==> src/design/hqz_pkg.sv <==
// shared types, fixed-point constants and latencies of the hex point quantizer
package hqz_pkg;

    localparam int COORD_W        = 56;
    localparam int FRAC_BITS      = 16;
    localparam int RES_W          = 4;
    localparam int MAX_RESOLUTION = 8;
    localparam int P7_W           = 12;

    localparam int MULQ_LAT = 4;
    localparam int ROT_LAT  = MULQ_LAT + 1;
    localparam int LAT_LAT  = MULQ_LAT + 1;
    localparam int SNAP_LAT = MULQ_LAT + 4;

    typedef logic signed [COORD_W-1:0] t_coord;
    typedef logic [31:0]               t_coef;

    // unsigned Q2.30 coefficients
    localparam t_coef K_COS_T     = 32'd1014590657;
    localparam t_coef K_SIN_T     = 32'd351464513;
    localparam t_coef K_COS30     = 32'd929887698;
    localparam t_coef K_HALF      = 32'd536870912;
    localparam t_coef K_SQRT3     = 32'd1859775395;
    localparam t_coef K_SQRT7     = 32'd2840853839;
    localparam t_coef K_INV_SIN60 = 32'd1239850263;
    localparam t_coef K_ONE       = 32'd1073741824;
    localparam t_coef K_ZERO      = 32'd0;

    localparam logic REG_GRID_RES = 1'b0;

    // 7 to the power of half the resolution
    function automatic logic [P7_W-1:0] pow7(input logic [RES_W-2:0] half_res);
        logic [P7_W-1:0] v;
        unique case (half_res)
            3'd0:    v = 12'd1;
            3'd1:    v = 12'd7;
            3'd2:    v = 12'd49;
            3'd3:    v = 12'd343;
            default: v = 12'd2401;
        endcase
        return v;
    endfunction

endpackage

==> src/design/hqz_mulq.sv <==
// signed by unsigned Q2.30 constant product, rounded half away from zero, four stages
module hqz_mulq (
    input  logic           i_clk,
    input  logic           i_en,
    input  hqz_pkg::t_coord i_a,
    input  hqz_pkg::t_coef  i_c,
    output hqz_pkg::t_coord o_p
);
    import hqz_pkg::*;

    logic               r_neg1, r_neg2, r_neg3;
    logic [COORD_W-1:0] r_mag;
    t_coef              r_c;
    logic [COORD_W-1:0] r_ph;
    logic [63:0]        r_pl;
    logic [COORD_W-1:0] r_p;
    t_coord             r_out;

    logic [COORD_W-1:0] w_ph;
    logic [64:0]        w_rnd;
    logic [COORD_W-1:0] w_sum;

    assign w_ph  = COORD_W'(r_mag[COORD_W-1:32]) * COORD_W'(r_c);
    assign w_rnd = {1'b0, r_pl} + (65'd1 << 29);
    assign w_sum = (r_ph << 2) + COORD_W'(w_rnd >> 30);

    always_ff @(posedge i_clk) begin
        if (i_en) begin
            r_neg1 <= i_a[COORD_W-1];
            r_mag  <= i_a[COORD_W-1] ? COORD_W'(-i_a) : COORD_W'(i_a);
            r_c    <= i_c;
            r_neg2 <= r_neg1;
            r_ph   <= w_ph;
            r_pl   <= 64'(r_mag[31:0]) * 64'(r_c);
            r_neg3 <= r_neg2;
            r_p    <= w_sum;
            r_out  <= r_neg3 ? -t_coord'(r_p) : t_coord'(r_p);
        end
    end

    assign o_p = r_out;

endmodule

==> config.mk <==
export PLATFORM = sky130hd
export DESIGN_NAME = hqz_mulq
export DESIGN_NICKNAME = d
export VERILOG_FILES = /design/src/design/hqz_pkg.sv /design/src/design/hqz_mulq.sv
export SDC_FILE = /design/constraint.sdc
export NUM_CORES = 2
export LEC_CHECK = 0
export BUFFER_PORTS_ARGS = -buffer_cell sky130_fd_sc_hd__clkbuf_2
export CAP_MARGIN = 20
export CORE_ASPECT_RATIO = 0.75
export CORE_MARGIN = 2
export CORE_UTILIZATION = 55
export CTS_CLUSTER_DIAMETER = 100
export DETAILED_ROUTE_END_ITERATION = 8
export PLACE_DENSITY_LB_ADDON = 0.2
export SYNTH_ARGS = -nofsm -noshare
export SYNTH_HDL_FRONTEND = slang
export SYNTH_SLANG_ARGS = --single-unit
==> constraint.sdc <==
create_clock -name i_clk -period 9.3 [get_ports i_clk]
set_input_delay 0.465 -clock i_clk [delete_from_list [all_inputs] [get_ports i_clk]]
set_output_delay 0.465 -clock i_clk [all_outputs]
set_load 0.03 [all_outputs]
==> flow_summary_export.csv <==
group,metric,value,unit
place,portBuffers,145,
setup_path,path_class,"flip-flop to flip-flop",
detailed_routing,final_antenna_net_count,0,
clock_network,cts.htree.levels,2,
setup_path,required,9.65,ns
yosys,synth_edf_count,292,
setup_path,worstSetupEndpointType,"flip-flop",
place,hpwl,156000,um
yosys,async_flop_share,0,
detailed_routing,wl_met3,21100,um
detailed_routing,post_drt_wl_per_cell,21.1,um
final_layout,drive_gt1_frac,0.0553,
floorplanning,core,127000,um2
final_layout,final_nets,9407,
floorplanning,num_rows,113,
detailed_routing,wl_met2,80800,um
detailed_routing,drt-vias-per-instance,5.54,
flow_run,maxCapViolations,0,
sta,fmax,0.113,GHz
yosys,syn_avg_cell_area,9.58,um2
sta,slew_headroom,0.225,
final_layout,final_common_cell,"inv_1",
detailed_routing,top_layer_used,"met4",
floorplanning,die_h,313,um
clock_network,cts_resized,0,
setup_path,critPathMaxFanout,19,
setup_path,rr_worst_depth,26,
setup_path,cp-start-kind,"flip-flop",
clock_network,cts_buffers,38,
yosys,netlist_instances,7316,
yosys,yosys-top-cells-area,"fa_1 44%, edfxtp_1 13%, inv_1 8.5%",
yosys,synth_seq_cells,292,
detailed_routing,drt-initial-drc-count,4205,
setup_path,r2r_setup_slack,0.47,ns
final_layout,syn2layout_area_growth,6.23,%
sta,period_needed,8.83,ns
sta,fin_crit_sh,0.950,
floorplanning,initial_core_util,0.554,
yosys,syn_area,70100,um2
sta,hold_violations,0,
outcome,outcome,"finished clean",
yosys,synth_top_area_share,0.444,
min_path,hold_class,"input pin to flip-flop",
global_routing,grt_util_all_layers,0.301,
clock_network,insertion_delay,0.62,ns
global_routing,grt_pass1_wl,302000,um
setup_path,crit_arrival,9.18,ns
sta,worst_slew_pin_slew,1.16,ns
floorplanning,die_area,130000,um2
yosys,seq_area_frac_synth,0.125,
global_routing,grt_max_degree,68,
detailed_routing,routed_wl,190000,um
yosys,synth_cell_type_count,63,
global_routing,antenna_found_initial,4,
clock_network,clockRootBuffer,"clkbuf_16",
final_layout,final_cell_mix,"1578 x inv_1, 1553 x fa_1, 1049 x nand2_1",
detailed_routing,wl_met1,84100,um
sta,slew_viol_final,0,
sta,rsz0062_at_grt,"false",
floorplanning,io_pins,146,
floorplanning,die_x,416,um
place,gp_congestion,0.930,
clock_network,holdBufCountCts,17,
sta,setup_viol,0,
sta,finClkSkew,0.0296,ns
global_routing,grt_pass1_vias,52600,
detailed_routing,dr.pass1.iters,6,
clock_network,clock_sinks,292,
detailed_routing,drc,0,
yosys,syn_nets,9424,
clock_network,path_clk_slew,0.06,ns
clock_network,cts_tree,"built",
clock_network,cts_setup_buffers,0,
clock_network,clk_path_buf_depth,3,
min_path,min_path_cells,1,
yosys,ys.warnings.count,0,
yosys,netlist.top_cell.by_area,"fa_1",
sta,setup_tns,0,ns
yosys,synth_flop_cell,"edfxtp_1",
global_routing,gr-total-overflow,0,
detailed_routing,via_count,49800,
==> synthesized netlist by cell type, types with 23 or more instances <==
master,number
inv_1,1578
fa_1,1553
nand2_1,1049
and2_1,884
ha_1,465
clkbuf_1,380
edfxtp_1,292
xnor2_1,206
a21oi_1,138
o21ai_0,106
a21o_1,76
xor2_1,75
nor2_1,68
nand3_1,51
o31ai_1,35
nand4_1,29
nor3_1,27
and3_1,23
or3_1,23
==> final timing paths <==
check | to | start
worst max-delay path | r_ph[47] | r_c[11]
worst min-delay path | r_c[18] | i_c[18]
worst max register to register | r_ph[47] | r_c[11]
worst min register to register | r_neg2 | r_neg1
==> routing by layer <==
| layer | track usage | up-vias |
|---|---|---|
| li1 | - | 21800 |
| met1 | 0.453 | 25600 |
| met2 | 0.437 | 2181 |
| met3 | 0.0850 | 192 |
| met4 | 0.0576 | 0 |
| met5 | 0 | - |
==> metrics by stage <==
stage / hold slack [ns] / instance area, um2 / instances / util / worst slack (ns)
after CTS: 0.00161 / 74400 / 8992 / 0.588 / 0.642
after global placement: 0.410 / 73000 / 8904 / 0.577 / 0.717
after floorplan: 0.400 / 70100 / 7316 / - / 1.87
final: 0.0376 / 74400 / 8997 / 0.588 / 0.467
after detailed placement: 0.405 / 73000 / 8905 / 0.577 / 0.684
after global routing: 0.0262 / 74400 / 8996 / 0.588 / 0.127
==> state kept, by name, indices dropped and copies added (netlist names), 32 cells and up <==
name,flops
o_p,56
r_mag,56
r_p,56
r_ph,54
r_pl,35
r_c,32
==> cells by family after synthesis <==
logic type / after synthesis / share of synthesized area
AO/OA/AOI/OAI: 495 / 0.0454
XOR/XNOR: 281 / 0.0351
adder cells (fa/ha/maj): 2018 / 0.527
buffers and inverters: 1980 / 0.106
flip-flops: 292 / 0.125
AND/OR/NAND/NOR: 2250 / 0.161
==> worst max-delay path, stage by stage, from the launching register on <==
cell and delay (ns):
edfxtp_1 1.08, buf_4 0.41, nand2_1 0.10, fa_1 0.50, inv_1 0.05, fa_1 0.47, inv_1 0.06, fa_1 0.54
inv_1 0.05, fa_1 0.49, inv_1 0.05, fa_1 0.53, inv_1 0.05, fa_1 0.48, inv_1 0.05, fa_1 0.48
inv_1 0.04, ha_1 0.35, a21oi_1 0.31, o21ai_0 0.16, a31o_2 0.29, o2111a_1 0.22, o31ai_1 0.73, o21ai_0 0.33
a21oi_1 0.40, o21ai_0 0.18, xnor2_1 0.15
==> area by class of cell <==
type,count,area [um2]
Clock buffer,44,995
Fill cell,10900,52100
Multi-Input combinational cell,5044,53900
Timing Repair Buffer,345,2570
Clock inverter,26,228
Antenna cell,1,2.50
Inverter,1578,5920
Tap cell,1667,2090
Sequential cell,292,8770
Power is left out: the tool's default activity adds up to more than one toggle a clock period on the data nets, which glitch-free logic cannot reach.
