==> src/design/hqz_pkg.sv <==
// shared types, fixed-point constants and latencies of the hex point quantizer
package hqz_pkg;

    localparam int COORD_W        = 56;
    localparam int FRAC_BITS      = 16;
    localparam int RES_W          = 4;
    localparam int MAX_RESOLUTION = 8;
    localparam int P7_W           = 12;

    localparam int MULQ_LAT = 4;
    localparam int ROT_LAT  = MULQ_LAT + 1;
    localparam int LAT_LAT  = MULQ_LAT + 1;
    localparam int SNAP_LAT = MULQ_LAT + 4;

    typedef logic signed [COORD_W-1:0] t_coord;
    typedef logic [31:0]               t_coef;

    // unsigned Q2.30 coefficients
    localparam t_coef K_COS_T     = 32'd1014590657;
    localparam t_coef K_SIN_T     = 32'd351464513;
    localparam t_coef K_COS30     = 32'd929887698;
    localparam t_coef K_HALF      = 32'd536870912;
    localparam t_coef K_SQRT3     = 32'd1859775395;
    localparam t_coef K_SQRT7     = 32'd2840853839;
    localparam t_coef K_INV_SIN60 = 32'd1239850263;
    localparam t_coef K_ONE       = 32'd1073741824;
    localparam t_coef K_ZERO      = 32'd0;

    localparam logic REG_GRID_RES = 1'b0;

    // 7 to the power of half the resolution
    function automatic logic [P7_W-1:0] pow7(input logic [RES_W-2:0] half_res);
        logic [P7_W-1:0] v;
        unique case (half_res)
            3'd0:    v = 12'd1;
            3'd1:    v = 12'd7;
            3'd2:    v = 12'd49;
            3'd3:    v = 12'd343;
            default: v = 12'd2401;
        endcase
        return v;
    endfunction

endpackage

==> src/design/hqz_mulq.sv <==
// signed by unsigned Q2.30 constant product, rounded half away from zero, four stages
module hqz_mulq (
    input  logic           i_clk,
    input  logic           i_en,
    input  hqz_pkg::t_coord i_a,
    input  hqz_pkg::t_coef  i_c,
    output hqz_pkg::t_coord o_p
);
    import hqz_pkg::*;

    logic               r_neg1, r_neg2, r_neg3;
    logic [COORD_W-1:0] r_mag;
    t_coef              r_c;
    logic [COORD_W-1:0] r_ph;
    logic [63:0]        r_pl;
    logic [COORD_W-1:0] r_p;
    t_coord             r_out;

    logic [COORD_W-1:0] w_ph;
    logic [64:0]        w_rnd;
    logic [COORD_W-1:0] w_sum;

    assign w_ph  = COORD_W'(r_mag[COORD_W-1:32]) * COORD_W'(r_c);
    assign w_rnd = {1'b0, r_pl} + (65'd1 << 29);
    assign w_sum = (r_ph << 2) + COORD_W'(w_rnd >> 30);

    always_ff @(posedge i_clk) begin
        if (i_en) begin
            r_neg1 <= i_a[COORD_W-1];
            r_mag  <= i_a[COORD_W-1] ? COORD_W'(-i_a) : COORD_W'(i_a);
            r_c    <= i_c;
            r_neg2 <= r_neg1;
            r_ph   <= w_ph;
            r_pl   <= 64'(r_mag[31:0]) * 64'(r_c);
            r_neg3 <= r_neg2;
            r_p    <= w_sum;
            r_out  <= r_neg3 ? -t_coord'(r_p) : t_coord'(r_p);
        end
    end

    assign o_p = r_out;

endmodule

==> src/design/hqz_snap.sv <==
// class I hex lattice snap with quadrant mirroring, eight stages
module hqz_snap (
    input  logic            i_clk,
    input  logic            i_en,
    input  hqz_pkg::t_coord i_x,
    input  hqz_pkg::t_coord i_y,
    output hqz_pkg::t_coord o_i,
    output hqz_pkg::t_coord o_j
);
    import hqz_pkg::*;

    localparam int CW = FRAC_BITS + 3;
    localparam logic [CW-1:0] C_ONE = CW'(1) << FRAC_BITS;

    t_coord r_a1, r_a2;
    logic   r_sx, r_sy;
    t_coord r_d_a1 [1:MULQ_LAT];
    logic   r_d_sx [1:MULQ_LAT];
    logic   r_d_sy [1:MULQ_LAT];
    t_coord w_x2;
    t_coord r_x1, r_x2;
    logic   r_sx6, r_sy6;
    t_coord r_i, r_j;
    logic   r_sx7, r_sy7;
    t_coord r_oi, r_oj;

    logic [CW-1:0] w_r1, w_r2;
    logic          w_di, w_dj;
    t_coord        w_m1, w_m2;

    hqz_mulq u_x2 (
        .i_clk (i_clk),
        .i_en  (i_en),
        .i_a   (r_a2),
        .i_c   (K_INV_SIN60),
        .o_p   (w_x2)
    );

    assign w_r1 = CW'(r_x1[FRAC_BITS-1:0]);
    assign w_r2 = CW'(r_x2[FRAC_BITS-1:0]);
    assign w_m1 = r_x1 >>> FRAC_BITS;
    assign w_m2 = r_x2 >>> FRAC_BITS;

    // pick the nearest center from the fractional parts
    always_comb begin
        if (2 * w_r1 < C_ONE) begin
            if (3 * w_r1 < C_ONE) begin
                w_di = 1'b0;
                w_dj = !(2 * w_r2 < C_ONE + w_r1);
            end else begin
                w_dj = !(w_r2 < C_ONE - w_r1);
                w_di = (C_ONE - w_r1 <= w_r2) && (w_r2 < 2 * w_r1);
            end
        end else begin
            if (3 * w_r1 < 2 * C_ONE) begin
                w_dj = !(w_r2 < C_ONE - w_r1);
                w_di = !((2 * w_r1 - C_ONE < w_r2) && (w_r2 < C_ONE - w_r1));
            end else begin
                w_di = 1'b1;
                w_dj = !(2 * w_r2 < w_r1);
            end
        end
    end

    always_ff @(posedge i_clk) begin
        if (i_en) begin
            r_a1 <= i_x[COORD_W-1] ? -i_x : i_x;
            r_a2 <= i_y[COORD_W-1] ? -i_y : i_y;
            r_sx <= i_x[COORD_W-1];
            r_sy <= i_y[COORD_W-1];
            r_d_a1[1] <= r_a1;
            r_d_sx[1] <= r_sx;
            r_d_sy[1] <= r_sy;
            for (int k = 2; k <= MULQ_LAT; k++) begin
                r_d_a1[k] <= r_d_a1[k-1];
                r_d_sx[k] <= r_d_sx[k-1];
                r_d_sy[k] <= r_d_sy[k-1];
            end
            r_x1  <= r_d_a1[MULQ_LAT] + (w_x2 >>> 1);
            r_x2  <= w_x2;
            r_sx6 <= r_d_sx[MULQ_LAT];
            r_sy6 <= r_d_sy[MULQ_LAT];
            r_i   <= w_m1 + t_coord'(w_di);
            r_j   <= w_m2 + t_coord'(w_dj);
            r_sx7 <= r_sx6;
            r_sy7 <= r_sy6;
            // mirror back into the true quadrant
            unique case ({r_sx7, r_sy7})
                2'b11: begin
                    r_oi <= -r_i;
                    r_oj <= -r_j;
                end
                2'b10: begin
                    r_oi <= r_j - r_i;
                    r_oj <= r_j;
                end
                2'b01: begin
                    r_oi <= r_i - r_j;
                    r_oj <= -r_j;
                end
                default: begin
                    r_oi <= r_i;
                    r_oj <= r_j;
                end
            endcase
        end
    end

    assign o_i = r_oi;
    assign o_j = r_oj;

endmodule

==> config.mk <==
export PLATFORM = sky130hd
export DESIGN_NAME = hqz_snap
export DESIGN_NICKNAME = d
export VERILOG_FILES = /design/src/design/hqz_pkg.sv /design/src/design/hqz_mulq.sv /design/src/design/hqz_snap.sv
export SDC_FILE = /design/constraint.sdc
export NUM_CORES = 2
export LEC_CHECK = 0
export BUFFER_PORTS_ARGS = -buffer_cell sky130_fd_sc_hd__buf_2
export CAP_MARGIN = 20
export CORE_UTILIZATION = 50
export DETAILED_ROUTE_END_ITERATION = 12
export PLACE_DENSITY = 0.73
export SLEW_MARGIN = 20
export SYNTH_ARGS = -nofsm -noshare
export SYNTH_HDL_FRONTEND = slang
export SYNTH_SLANG_ARGS = --single-unit
==> constraint.sdc <==
create_clock -name i_clk -period 17.8 [get_ports i_clk]
set_clock_uncertainty 0.15 [all_clocks]
set_input_delay 1.78 -clock i_clk [delete_from_list [all_inputs] [get_ports i_clk]]
set_output_delay 1.78 -clock i_clk [all_outputs]
set_load 0.01 [all_outputs]
==> out/qor.yml <==
run_status: "finished, final reports clean"
async_flop_share: 0
finalSetupViolCount: 0
grt_max_degree: 190
grt_pass1_vias: 52500
io_buffers: 225
place_hpwl_um: 161000
slowest_delay_ns: 0.67
fin_setup_tns_ns: 0
dr.pass1.iters: 6
clk_latency_ns: 0.74
ys_warn_count: 0
areaGrowthSynthToFinish_pct: 8.76
clock.fmax_mhz: 116
avgViaCountPerCell: 5.60
avgSynthCellArea_um2: 11.0
ys_types: 87
fin_crit_ns: 8.64
synth_fp_nets: 8689
cts_buffer_depth: 3
worstHoldPathType: "reg -> reg"
synth_top_cell_area_share: 0.355
num_rows: 143
overflow: 0
start_kind: "flop"
r2r-start: "u_x2.r_mag[11]$_DFFE_PP_"
crit_required_ns: 18.10
post-place-ws_ns: 9.20
route.detailed.drc: 0
clk_pin_slew_ns: 0.06
hold_viol: 0
post-route-period-util: 0.485
cts_tree: "done"
gp_congestion: 0.986
cts_resized: 0
cts_hold_buf: 0
die_x_um: 395
wl_um: 195000
crit_buf_inv: 4
setup_ws_ns: 9.16
drive_above_1_share: 0.0651
crit_path_end_kind: "flop"
slew_violations: 0
post-cts-setup-buffers: 0
cp_common_cell: "fa_1"
synthFlopType: "edfxtp_1"
cts.sinks: 915
antenna_found_initial: 21
synth_edf_count: 915
die_h_um: 395
cts_buffers: 96
grt_util_all_layers: 0.249
path_cells: "fa_1 > inv_1 > fa_1 > fa_1 > fa_1 > fa_1 > inv_1 > fa_1 > fa_1 > inv_1 > fa_1 > inv_1 > ha_1 > nand3_1 > nor2_1 > nand4_1 > nor4_1 > nor4_1 > nor3_1 > a31oi_1 > o21ai_0 > nor4_1 > a311o_1"
die_area_um2: 156000
worst_slew_pin_slew_ns: 1.06
cp_max_fo: 12
wl_per_cell_um: 20.9
grt_pass1_wl_um: 300000
slew_headroom: 0.292
start_util: 0.506
finalNetCount: 8905
syn_inst: 7001
drt-initial-drc-count: 3853
antenna_left: 0
final_cell_mix: "inv_1 (1,270), edfxtp_1 (915), ha_1 (911)"
coreArea_um2: 153000
syn_area_um2: 77300
rsz0062_at_grt: "no"
pin_count: 226
max_cap_violations: 0
crit_family: "adder cells"
vias: 52200
critPathKind: "reg -> reg"
ys_seq_area_frac: 0.355
ys_top_cells_by_area: "edfxtp_1 (36%), fa_1 (17%), ha_1 (15%)"
min_from: "r_a1[42]$_DFFE_PP_"
worst_path_max_delay_cell: "edfxtp_1"
h-tree-depth: 3
synth_top_area_cell: "edfxtp_1"
startpoint: "u_x2.r_mag[11]$_DFFE_PP_"
critPathArrivalTime_ns: 8.94
synth.ff_latch_count: 915
final_common_cell: "inv_1"
root_buffer: "clkbuf_16"
## sequential cells by signal, indices dropped and copies added, names as in the netlist, 4 cells and up
signal / flops
o_i: 56
o_j: 56
r_a1: 56
r_a2: 56
r_d_a1: 224
r_d_sx: 4
r_d_sy: 4
r_i: 41
r_j: 41
r_x1: 56
r_x2: 56
u_x2.o_p: 56
u_x2.r_mag: 56
u_x2.r_p: 56
u_x2.r_ph: 54
u_x2.r_pl: 34
## cell families (layout without fill, tap and decap cells)
| group | Yosys count | in the layout | share of synthesized area |
|---|---|---|---|
| adders and majority gates | 1574 | 1574 | 0.319 |
| AOI/OAI and AO/OA | 1276 | 1276 | 0.107 |
| and+or+nand+nor | 1206 | 1206 | 0.0790 |
| muxes | 13 | 13 | 0.00252 |
| xor gates and xnor gates | 603 | 603 | 0.0683 |
| other | 0 | 11 | 0 |
| buffers and inverters | 1414 | 1706 | 0.0687 |
| DFF | 915 | 915 | 0.355 |
## metrics by stage
step	area, um2	hold slack (ns)	util	std cells
floorplan	77300	0.250	-	7001
finish	84100	0.229	0.550	9334
global route	84100	0.236	0.550	9323
detailed placement	80800	0.255	0.529	9149
CTS	84100	0.223	0.550	9323
global placement	80800	0.250	0.529	9149
## metal layers
| metal | up-vias | wire length (um) | track usage |
|---|---|---|---|
| met2 | 1685 | 87900 | 0.394 |
| li1 | 24600 | - | - |
| met5 | - | 86 | 0 |
| met4 | 16 | 5660 | 0.0724 |
| met1 | 25600 | 87200 | 0.354 |
| met3 | 286 | 14000 | 0.0386 |
## Yosys cell counts (35+ instances only)
master / count
xnor2_1: 480
o41ai_1: 41
ha_1: 911
nor4_1: 39
nand4_1: 85
fa_1: 663
o21ai_0: 283
a21o_1: 165
clkbuf_1: 128
o31ai_1: 87
nor3_1: 81
edfxtp_1: 915
xor2_1: 123
nand3_1: 127
nand2_1: 332
o21bai_1: 53
or3_1: 46
or4_1: 35
inv_1: 1270
and3_1: 54
nand2b_1: 42
a21oi_1: 346
nor2_1: 220
nor2b_1: 42
## final timing paths
check,slack [ns],end,cells after the start
setup / recovery,9.16,u_x2.r_pl[62]$_DFFE_PP_,23
setup reg to reg,9.16,u_x2.r_pl[62]$_DFFE_PP_,23
hold reg to reg,0.23,r_d_a1[0][98]$_DFFE_PP_,0
hold / removal,0.23,r_d_a1[0][98]$_DFFE_PP_,0
## worst register-to-register path, cell delays in order, from the launching register on
cell	delay (ns)
edfxtp_1	0.67
fa_1	0.67
inv_1	0.06
fa_1	0.62
fa_1	0.48
fa_1	0.50
fa_1	0.50
inv_1	0.06
fa_1	0.50
fa_1	0.54
inv_1	0.05
fa_1	0.52
inv_1	0.04
ha_1	0.36
nand3_1	0.09
nor2_1	0.23
nand4_1	0.13
nor4_1	0.40
nor4_1	0.18
nor3_1	0.55
a31oi_1	0.32
o21ai_0	0.37
nor4_1	0.08
a311o_1	0.32
## final cells by class
class | instances | area (um2)
Inverter | 1274 | 4780
Clock inverter | 64 | 862
Fill cell | 13000 | 68700
Timing Repair Buffer | 258 | 1410
Clock buffer | 110 | 2450
Multi-Input combinational cell | 4672 | 44600
Antenna cell | 11 | 27.5
Sequential cell | 915 | 27500
Tap cell | 2030 | 2540
Power is left out: the tool's default activity adds up to more than one toggle a clock period on the data nets, which glitch-free logic cannot reach.
